`config.mk`:
```
export PLATFORM = sky130hd
export DESIGN_NAME = debug_packet_deframer
export DESIGN_NICKNAME = d
export VERILOG_FILES = /design/src/rtl/core/dpd_pkg.sv /design/src/rtl/core/debug_packet_deframer.sv
export SDC_FILE = /design/constraint.sdc
export NUM_CORES = 1
export LEC_CHECK = 0
export BUFFER_PORTS_ARGS = -buffer_cell sky130_fd_sc_hd__buf_4
export CAP_MARGIN = 20
export CORE_MARGIN = 2
export CORE_UTILIZATION = 55
export CTS_BUF_LIST = sky130_fd_sc_hd__clkbuf_2 sky130_fd_sc_hd__clkbuf_4 sky130_fd_sc_hd__clkbuf_8
export CTS_CLUSTER_DIAMETER = 50
export CTS_CLUSTER_SIZE = 28
export DETAILED_ROUTE_END_ITERATION = 10
export GPL_TIMING_DRIVEN = 0
export PLACE_DENSITY = 0.74
export REMOVE_ABC_BUFFERS = 1
export SETUP_SLACK_MARGIN = 0.3
export SYNTH_ARGS = -nofsm -noshare
export SYNTH_HDL_FRONTEND = slang
export SYNTH_SLANG_ARGS = --single-unit
```
`constraint.sdc`:
```
create_clock -name clk -period 6.1 [get_ports clk]
set_input_delay 1.22 -clock clk [delete_from_list [all_inputs] [get_ports clk]]
set_output_delay 1.22 -clock clk [all_outputs]
set_load 0.005 [all_outputs]
```
`src/rtl/core/dpd_pkg.sv`:
```
// Shared types, character codes and helpers for the debugger packet deframer.
`default_nettype none
package dpd_pkg;

  localparam int MAX_PACKET = 256;
  localparam int POS_W      = $clog2(MAX_PACKET + 2);

  localparam logic [2:0] EV_START   = 3'd0;
  localparam logic [2:0] EV_PAYLOAD = 3'd1;
  localparam logic [2:0] EV_PEND    = 3'd2;
  localparam logic [2:0] EV_DONE    = 3'd3;
  localparam logic [2:0] EV_BREAK   = 3'd4;
  localparam logic [2:0] EV_HEADER  = 3'd5;
  localparam logic [2:0] EV_BINARY  = 3'd6;

  localparam logic [7:0] CH_DOLLAR = 8'h24;
  localparam logic [7:0] CH_HASH   = 8'h23;
  localparam logic [7:0] CH_BREAK  = 8'h03;
  localparam logic [7:0] CH_X      = 8'h58;
  localparam logic [7:0] CH_COLON  = 8'h3A;
  localparam logic [7:0] CH_COMMA  = 8'h2C;

  localparam logic [1:0] CK_IDLE   = 2'd0;
  localparam logic [1:0] CK_FIRST  = 2'd1;
  localparam logic [1:0] CK_SECOND = 2'd2;

  typedef struct packed {
    logic        last_binary;
    logic [7:0]  check_low;
    logic [7:0]  check_high;
    logic [31:0] byte_count;
    logic [31:0] target_address;
    logic        overflow;
    logic [7:0]  position;
    logic [7:0]  data_byte;
    logic [2:0]  event_kind;
    logic        last;
  } evt_t;

  function automatic logic [3:0] hex_value(input logic [7:0] c);
    logic [3:0] v;
    v = c[3:0];
    if (c inside {[8'h61:8'h66], [8'h41:8'h46]}) begin
      v = c[3:0] + 4'd9;
    end
    return v;
  endfunction

  function automatic logic [7:0] sat_pos(input logic [POS_W-1:0] p);
    logic [7:0] r;
    r = (p > POS_W'(255)) ? 8'hFF : p[7:0];
    return r;
  endfunction

endpackage
`default_nettype wire

```
`src/rtl/core/debug_packet_deframer.sv`:
```
// Deframer for debugger serial packets of the form $payload#cc.
//
// The in_ stream carries one received serial byte per beat. The out_ stream
// carries events: out_tuser holds the event kind, out_tdata the event fields,
// and out_tlast marks the last event caused by one input byte. Each byte gives
// zero, one or two events.
// A byte is held in an input register, decoded against the
// framing state, and its events are written into a four-entry output queue.
// The events of a byte pass from the input register into the queue, whose head
// is offered on the out_ side; a full queue can hold a byte in between.
// One byte is accepted per cycle while the queue has room for two events, so
// a stream of single-event bytes runs at one beat per cycle; a byte with two
// events puts both into the queue, which drains them in order.
// When the receiver stalls, the queue fills and in_tready drops until it has
// room for two events again; nothing is lost or repeated.
// A synchronous reset (rst_n low) empties the queue and the input register and
// clears all framing state, so the block waits for a new packet start.
`default_nettype none
module debug_packet_deframer (
  input  wire logic         clk,
  input  wire logic         rst_n,
  input  wire logic         in_tvalid,
  output logic              in_tready,
  input  wire logic [7:0]   in_tdata,   // rx_byte
  output logic              out_tvalid,
  input  wire logic         out_tready,
  output logic [103:0]      out_tdata,  // data_byte, position, overflow,
                                        // target_address, byte_count,
                                        // check_high, check_low, last_binary
  output logic [2:0]        out_tuser,  // event_kind
  output logic              out_tlast
);

  localparam int PW = dpd_pkg::POS_W;

  logic              in_valid_r;
  logic [7:0]        byte_r;
  logic              proc;

  logic              in_pkt_r, in_pkt_nxt;
  logic [1:0]        ck_phase_r, ck_phase_nxt;
  logic [7:0]        first_ck_r, first_ck_nxt;
  logic              hdr_r, hdr_nxt;
  logic              cnt_phase_r, cnt_phase_nxt;
  logic [PW-1:0]     pos_r, pos_nxt;
  logic [31:0]       addr_acc_r, addr_acc_nxt;
  logic [31:0]       cnt_acc_r, cnt_acc_nxt;
  logic              gath_r, gath_nxt;
  logic [31:0]       rcv_r, rcv_nxt;

  dpd_pkg::evt_t     ev_done;
  dpd_pkg::evt_t     ev_main;
  logic              have_done;
  logic              have_main;

  dpd_pkg::evt_t     q_r [4];
  logic [1:0]        wr_ptr_r;
  logic [1:0]        rd_ptr_r;
  logic [2:0]        q_cnt_r;
  logic [1:0]        push_n;
  logic              pop;
  dpd_pkg::evt_t     wr_first;
  dpd_pkg::evt_t     wr_second;

  assign proc      = in_valid_r && (q_cnt_r <= 3'd2);
  assign in_tready = !in_valid_r || proc;

  always_ff @(posedge clk) begin
    if (!rst_n) begin
      in_valid_r <= 1'b0;
    end else if (in_tready) begin
      in_valid_r <= in_tvalid;
    end
    if (in_tready && in_tvalid) begin
      byte_r <= in_tdata;
    end
  end

  always_comb begin
    logic [31:0] rc_inc;
    in_pkt_nxt    = in_pkt_r;
    ck_phase_nxt  = ck_phase_r;
    first_ck_nxt  = first_ck_r;
    hdr_nxt       = hdr_r;
    cnt_phase_nxt = cnt_phase_r;
    pos_nxt       = pos_r;
    addr_acc_nxt  = addr_acc_r;
    cnt_acc_nxt   = cnt_acc_r;
    gath_nxt      = gath_r;
    rcv_nxt       = rcv_r;
    ev_done       = '0;
    ev_main       = '0;
    have_done     = 1'b0;
    have_main     = 1'b0;
    rc_inc        = rcv_r + 32'd1;

    if (gath_r) begin
      rcv_nxt                = rc_inc;
      have_main              = 1'b1;
      ev_main.event_kind     = dpd_pkg::EV_BINARY;
      ev_main.data_byte      = byte_r;
      ev_main.target_address = addr_acc_r + rcv_r;
      ev_main.last_binary    = (rc_inc == cnt_acc_r);
      if (rc_inc == cnt_acc_r) begin
        gath_nxt = 1'b0;
      end
    end else if (!hdr_r && byte_r == dpd_pkg::CH_BREAK) begin
      have_main          = 1'b1;
      ev_main.event_kind = dpd_pkg::EV_BREAK;
    end else begin
      if (ck_phase_r == dpd_pkg::CK_FIRST) begin
        first_ck_nxt = byte_r;
        ck_phase_nxt = dpd_pkg::CK_SECOND;
      end else if (ck_phase_r != dpd_pkg::CK_IDLE) begin
        have_done          = 1'b1;
        ev_done.event_kind = dpd_pkg::EV_DONE;
        ev_done.check_high = first_ck_r;
        ev_done.check_low  = byte_r;
        ck_phase_nxt       = dpd_pkg::CK_IDLE;
      end

      if (hdr_r && byte_r == dpd_pkg::CH_COLON) begin
        have_main              = 1'b1;
        ev_main.event_kind     = dpd_pkg::EV_HEADER;
        ev_main.target_address = addr_acc_r;
        ev_main.byte_count     = cnt_acc_r;
        rcv_nxt                = '0;
        hdr_nxt                = 1'b0;
        gath_nxt               = (cnt_acc_r != 32'd0);
        if (in_pkt_r && pos_r <= PW'(dpd_pkg::MAX_PACKET)) begin
          pos_nxt = pos_r + PW'(1);
        end
      end else if (in_pkt_r && byte_r != dpd_pkg::CH_HASH && byte_r != dpd_pkg::CH_DOLLAR) begin
        if (hdr_r) begin
          if (!cnt_phase_r && byte_r == dpd_pkg::CH_COMMA) begin
            cnt_phase_nxt = 1'b1;
          end else if (cnt_phase_r) begin
            cnt_acc_nxt = {cnt_acc_r[27:0], dpd_pkg::hex_value(byte_r)};
          end else begin
            addr_acc_nxt = {addr_acc_r[27:0], dpd_pkg::hex_value(byte_r)};
          end
        end
        if (byte_r == dpd_pkg::CH_X && pos_r == '0) begin
          hdr_nxt = 1'b1;
        end
        have_main          = 1'b1;
        ev_main.event_kind = dpd_pkg::EV_PAYLOAD;
        ev_main.data_byte  = byte_r;
        ev_main.position   = dpd_pkg::sat_pos(pos_r);
        ev_main.overflow   = (pos_r >= PW'(dpd_pkg::MAX_PACKET));
        if (pos_r <= PW'(dpd_pkg::MAX_PACKET)) begin
          pos_nxt = pos_r + PW'(1);
        end
      end

      if (in_pkt_r && byte_r == dpd_pkg::CH_HASH) begin
        have_main          = 1'b1;
        ev_main.event_kind = dpd_pkg::EV_PEND;
        ev_main.position   = dpd_pkg::sat_pos(pos_r);
        ev_main.overflow   = (pos_r > PW'(dpd_pkg::MAX_PACKET));
        ck_phase_nxt       = dpd_pkg::CK_FIRST;
        in_pkt_nxt         = 1'b0;
      end

      if (byte_r == dpd_pkg::CH_DOLLAR) begin
        pos_nxt            = '0;
        in_pkt_nxt         = 1'b1;
        hdr_nxt            = 1'b0;
        cnt_phase_nxt      = 1'b0;
        addr_acc_nxt       = '0;
        cnt_acc_nxt        = '0;
        have_main          = 1'b1;
        ev_main.event_kind = dpd_pkg::EV_START;
      end
    end

    ev_done.last = !have_main;
    ev_main.last = 1'b1;
  end

  always_ff @(posedge clk) begin
    if (!rst_n) begin
      in_pkt_r    <= 1'b0;
      ck_phase_r  <= dpd_pkg::CK_IDLE;
      first_ck_r  <= '0;
      hdr_r       <= 1'b0;
      cnt_phase_r <= 1'b0;
      pos_r       <= '0;
      addr_acc_r  <= '0;
      cnt_acc_r   <= '0;
      gath_r      <= 1'b0;
      rcv_r       <= '0;
    end else if (proc) begin
      in_pkt_r    <= in_pkt_nxt;
      ck_phase_r  <= ck_phase_nxt;
      first_ck_r  <= first_ck_nxt;
      hdr_r       <= hdr_nxt;
      cnt_phase_r <= cnt_phase_nxt;
      pos_r       <= pos_nxt;
      addr_acc_r  <= addr_acc_nxt;
      cnt_acc_r   <= cnt_acc_nxt;
      gath_r      <= gath_nxt;
      rcv_r       <= rcv_nxt;
    end
  end

  // A completion event always precedes the other event of the same byte.
  assign wr_first  = have_done ? ev_done : ev_main;
  assign wr_second = ev_main;
  assign push_n    = proc ? ({1'b0, have_done} + {1'b0, have_main}) : 2'd0;
  assign pop       = out_tvalid && out_tready;

  always_ff @(posedge clk) begin
    if (!rst_n) begin
      wr_ptr_r <= '0;
      rd_ptr_r <= '0;
      q_cnt_r  <= '0;
    end else begin
      wr_ptr_r <= wr_ptr_r + push_n;
      rd_ptr_r <= rd_ptr_r + {1'b0, pop};
      q_cnt_r  <= q_cnt_r + {1'b0, push_n} - {2'b00, pop};
    end
    if (push_n != 2'd0) begin
      q_r[wr_ptr_r] <= wr_first;
    end
    if (push_n == 2'd2) begin
      q_r[wr_ptr_r + 2'd1] <= wr_second;
    end
  end

  assign out_tvalid = (q_cnt_r != 3'd0);
  assign out_tuser  = q_r[rd_ptr_r].event_kind;
  assign out_tlast  = q_r[rd_ptr_r].last;
  assign out_tdata  = {6'b0,
                       q_r[rd_ptr_r].last_binary,
                       q_r[rd_ptr_r].check_low,
                       q_r[rd_ptr_r].check_high,
                       q_r[rd_ptr_r].byte_count,
                       q_r[rd_ptr_r].target_address,
                       q_r[rd_ptr_r].overflow,
                       q_r[rd_ptr_r].position,
                       q_r[rd_ptr_r].data_byte};

endmodule
`default_nettype wire

```
# Word level (Yosys, flattened, before mapping)
# Memory sizes are Yosys's and may differ from the RTL's. A register that Yosys moved wholly into a read port is not among the register bits.
# Index checks and enable logic that the tools add are counted.
# word_totals
ff_bits	135
word_cells	175
mem_bits_rw	408
output_inout_bits	110
mem_count	1
# memory_table
memory	words	width	read_ports	rd_ports_with_merged_regs	wr	line_no	text
q_r	4	102	1	1	2	debug_packet_deframer.sv:56	dpd_pkg::evt_t q_r [4];
# classes
muxes	79
n_eq_ne	16
n_reduce_logical	43
magnitude_cmp	9
add_sub_neg	10
bitwise_logic	2
# ops
operator	count
2-to-1 mux 32 bit	17
2-to-1 mux 102 bit	1
2-to-1 mux 81 bit	1
2-to-1 mux 16 bit	4
2-to-1 mux 64 bit	1
2-to-1 mux 9 bit	7
adder 32 x 1 -> 32 bit, second input constant	1
adder 32 bit	1
equality test 32 bit	1
equality test 8 x 6 -> 1 bit, second input constant	4
nonzero test 32 bit	1
2-to-1 mux 1 bit	30
2-to-1 mux 20 bit	1
2-to-1 mux 2 bit	9
nonzero test 2 bit	9
2-to-1 mux 17 bit	1
greater-or-equal comparator 8 x 7 -> 1 bit, second input constant	2
less-or-equal comparator 8 x 7 -> 1 bit, second input constant	2
!= test 8 x 6 -> 1 bit, second input constant	2
AND reduction 8 bit	2
nonzero test 3 bit	5
logical AND 1 bit	13
2-to-1 mux 3 bit	4
AND reduction 4 bit	3
other kinds (31)	37

# Depth between registers and ports, before layout
# logic_depth
ltp_word	14
ltp_mapped	17
mapped_depth_nobuf	16

# Worst setup path before layout
# OpenSTA, ideal clock, no wires.
# synth_timing
kind	register to register
from	register byte_r[1]
to	memory q_r[0][101] (netlist name), enable pin
slack_ns	1.129
path_buffers	2
setup_time_ns	0.447
required_time_ns	5.653
synth_period_minus_slack_ns	4.971
arrival_time_ns	4.524
stages_incl_launch_ff	14
path_cell_list	edfxtp_1 -> inv_1 -> ha_1 -> nand2_1 -> nor4_1 -> nor2b_1 -> clkbuf_1 -> nor2_1 -> nand2_1 -> ha_1 -> nor2_1 -> nand3_1 -> clkbuf_1 -> nand2_1
# synth_rtl
element	line_no	text
from (decl)	debug_packet_deframer.sv:37	logic [7:0] byte_r;
from (signal assigned)	debug_packet_deframer.sv:75	byte_r <= in_tdata;
to (decl)	debug_packet_deframer.sv:56	

==> flow_summary.yaml <==
setup_path:
  worstPathRequired_ns: 6.44
  end_kind: "flip-flop"
  crit_chain: "inv_1 -> ha_1 -> nand2_1 -> nor4_1 -> nor2b_1 -> nor2_1 -> nand2_1 -> ha_1 -> nand2_1 -> nor2_1 -> nand2_1 -> nand2_4 -> buf_16"
  crit_buf_inv: 2
  critical_path.max_stage_delay_ns: 0.76
  worst_path_dominant_cell_family: "simple AND/OR/NAND/NOR gates"
  setup.worst_path.start_class: "flip-flop"
  path_common_cell: "nand2_1"
  worst-path-max-fanout: 54
  slowest_stage: "nand2_4"
  cp.arrival_ns: 5.77
  critical_path_class: "flip-flop to flip-flop"
synthesis:
  seq_area_frac_synth_pct: 55.8
  synth_common_cells: "nor2_1, edfxtp_1, dfxtp_1, nand2_1, o21ai_0"
  synthArstFlopShare_pct: 0
  synth.most_common_cell: "nor2_1"
  netlist_area_um2: 25700
  postSynthAreaPerCell_um2: 11.0
  synthMuxAreaShare_pct: 9.45
  synth_compound_area_share_pct: 9.69
  yosys.area_share.xor_xnor_pct: 2.83
  synthTopCellsByArea: "edfxtp_1, dfxtp_1, mux4_2"
  synth_largest_area_cell: "edfxtp_1"
  synth_ff_type: "edfxtp_1"
  synthAdderAreaFrac_pct: 2.43
  synth_top_family_by_area: "simple AND/OR/NAND/NOR gates"
  synth_seq_cells: 543
  synth-simple-area-share_pct: 16.8
  ys_types: 64
  synth_top_cell_area_share_pct: 40.6
  netlist_instances: 2333
  synth-edff-count: 348
  ys_warn_count: 0
clock_network:
  cts_buffer_depth: 3
  cts_resized: 0
  clock-sinks: 543
  cts_tree: "built"
  cts_buffers: 43
  cts_hold_buffers: 0
  path_clk_slew_ns: 0.12
  worst_skew_pair.late_latency_ns: 0.69
  post_cts_buffers: 0
  clockRootBuffer: "clkbuf_8"
  htreeDepth: 2
placed_design:
  globalplace.congestion: 0.896
  place_hpwl_um: 39500
  port_buffers: 115
  pre_cts_ws_ns: 0.431
sta:
  setup_viol: 0
  rsz0062_at_grt: "true"
  slew_headroom_pct: 25.6
  tightest_slew_ns: 1.12
  period_minus_slack_ns: 5.43
  setup-tns-final_ns: 0
  finalHoldViolCount: 0
  fin_worst_skew_ns: 0.0413
  fmax_mhz: 184
  holdWs_ns: 0.470
  final.setup.worst_slack_ns: 0.666
  drv_slew: 0
  fin_crit_sh_pct: 89.1
layout:
  antenna_cells: 0
  finalNetCount: 2420
  finalCoreUtilization_pct: 61.6
  drive_above_1_share_pct: 14.4
  synthToLayoutAreaGrowth_pct: 11.0
floorplan:
  die_y_um: 220
  die_x_um: 220
  io_pins: 122
  start_util_pct: 55.5
  row_count: 79
  fp.dieArea_um2: 48500
  coreArea_um2: 46400
global_route:
  grt_overflow_total: 0
  grt_pass1_vias: 17802
  track_usage_pct: 25.7
  grt_start_max_net_pins: 121
  grt_pass1_wl_um: 96900
  antenna_found_initial: 0
routing:
  via_per_inst: 6.07
  wirelength_um: 61900
  wl_per_cell_um: 20.6
  drt_iter0_drc: 1694
  num_vias: 18222
  drcViolationCount: 0
  drtPass1Iterations: 5
  drtAntennaViolNets: 0
run_status:
  status: "finished clean"
power:
  power.leakage_nw: 9.82
  p_total_mw: 7.62
  max-vdd-ir-drop_mv: 0.252
  p_per_area_nw_per_um2: 267
flow_run:
  maxCapViolations: 0
min_path:
  hold_class: "flip-flop to flip-flop"
## layout make-up
cell class	instances	area, µm²
repair buffers	145	1540
flip-flops and latches	543	14400
clock buffers	44	606
well taps	607	759
inverters	28	108
multi-input cells	1599	10700
clock inverters	36	473
fillers	3578	17800
## cell usage in the layout, fill, tap and decap left out, types with 7 or more instances in the layout
cell type | Yosys | layout
nor2_1 | 410 | 407
edfxtp_1 | 348 | 348
dfxtp_1 | 195 | 192
nand2_1 | 169 | 166
o21ai_0 | 138 | 137
nand3_1 | 128 | 128
buf_4 | 6 | 116
mux4_2 | 102 | 102
a21oi_1 | 84 | 83
nor2b_1 | 58 | 58
xnor2_1 | 54 | 54
a21boi_0 | 53 | 53
and2_1 | 48 | 48
ha_1 | 46 | 46
clkbuf_8 | 0 | 44
a22oi_1 | 42 | 42
nor3_1 | 36 | 35
xor2_1 | 29 | 29
a21o_1 | 26 | 26
inv_1 | 26 | 25
nand4_1 | 21 | 21
buf_16 | 0 | 19
and3_1 | 15 | 15
nor4_1 | 13 | 13
a31oi_1 | 12 | 12
mux2i_1 | 12 | 12
nand2b_1 | 9 | 9
or3_1 | 9 | 9
inv_6 | 0 | 9
inv_8 | 0 | 8
clkinv_8 | 0 | 7
## sequential cells by signal, indices dropped and copies added, names as in the netlist
| name | cells |
|---|---|
| addr_acc_r | 32 |
| byte_r | 8 |
| ck_phase_r | 2 |
| cnt_acc_r | 32 |
| cnt_phase_r | 1 |
| first_ck_r | 8 |
| gath_r | 1 |
| hdr_r | 1 |
| in_pkt_r | 1 |
| in_valid_r | 1 |
| pos_r | 9 |
| q_cnt_r | 3 |
| q_r | 408 |
| rcv_r | 32 |
| rd_ptr_r | 2 |
| wr_ptr_r | 2 |
## tightest hold or removal path, stage by stage, from the launching register on
cell,delay [ns]
dfxtp_1,0.32
inv_1,0.05
a31oi_1,0.06
## cells by family (layout without fill, tap and decap cells)
group | Yosys count | count (layout)
other | 1 | 6
DFF | 543 | 543
xor gates and xnor gates | 83 | 83
AOI/OAI and AO/OA | 401 | 401
buffers and inverters | 196 | 253
adders and majority gates | 49 | 49
muxes | 115 | 115
and+or+nand+nor | 945 | 945
## path summary, 6_finish.rpt
check                                from   endpoint  slack, ns  depth (start not counted)
worst max-delay path            byte_r[1]  q_r[2][9]       0.67                         13
worst min-delay path            q_r[3][0]  q_r[3][0]       0.47                          2
worst max register to register  byte_r[1]  q_r[2][9]       0.67                         13
worst min register to register  q_r[3][0]  q_r[3][0]       0.47                          2
## power breakdown
group,switching [mW],internal [mW],leakage [nW]
logic,0.478,0.777,4.09
clock network,1.46,0.902,0.538
registers,0.118,3.89,5.19
## per-stage QoR
| stage | cells | cell area [µm²] |
|---|---|---|
| 2_1_floorplan | 2170 | 25100 |
| 3_3_place_gp | 2892 | 26700 |
| 3_5_place_dp | 2916 | 27400 |
| 4_1_cts | 2996 | 28400 |
| 5_1_grt | 3002 | 28500 |
| 6_report | 3002 | 28500 |
## metal layers
metal	vias to the layer above	track usage (%)	part of all wire [%]
met2	628	41.1	48
met3	89	4.82	7.3
met1	9019	35.8	43
met5	-	0	0
li1	8486	-	-
met4	0	7.79	2.2
Note: power is estimated with default switching activity, not from simulation.
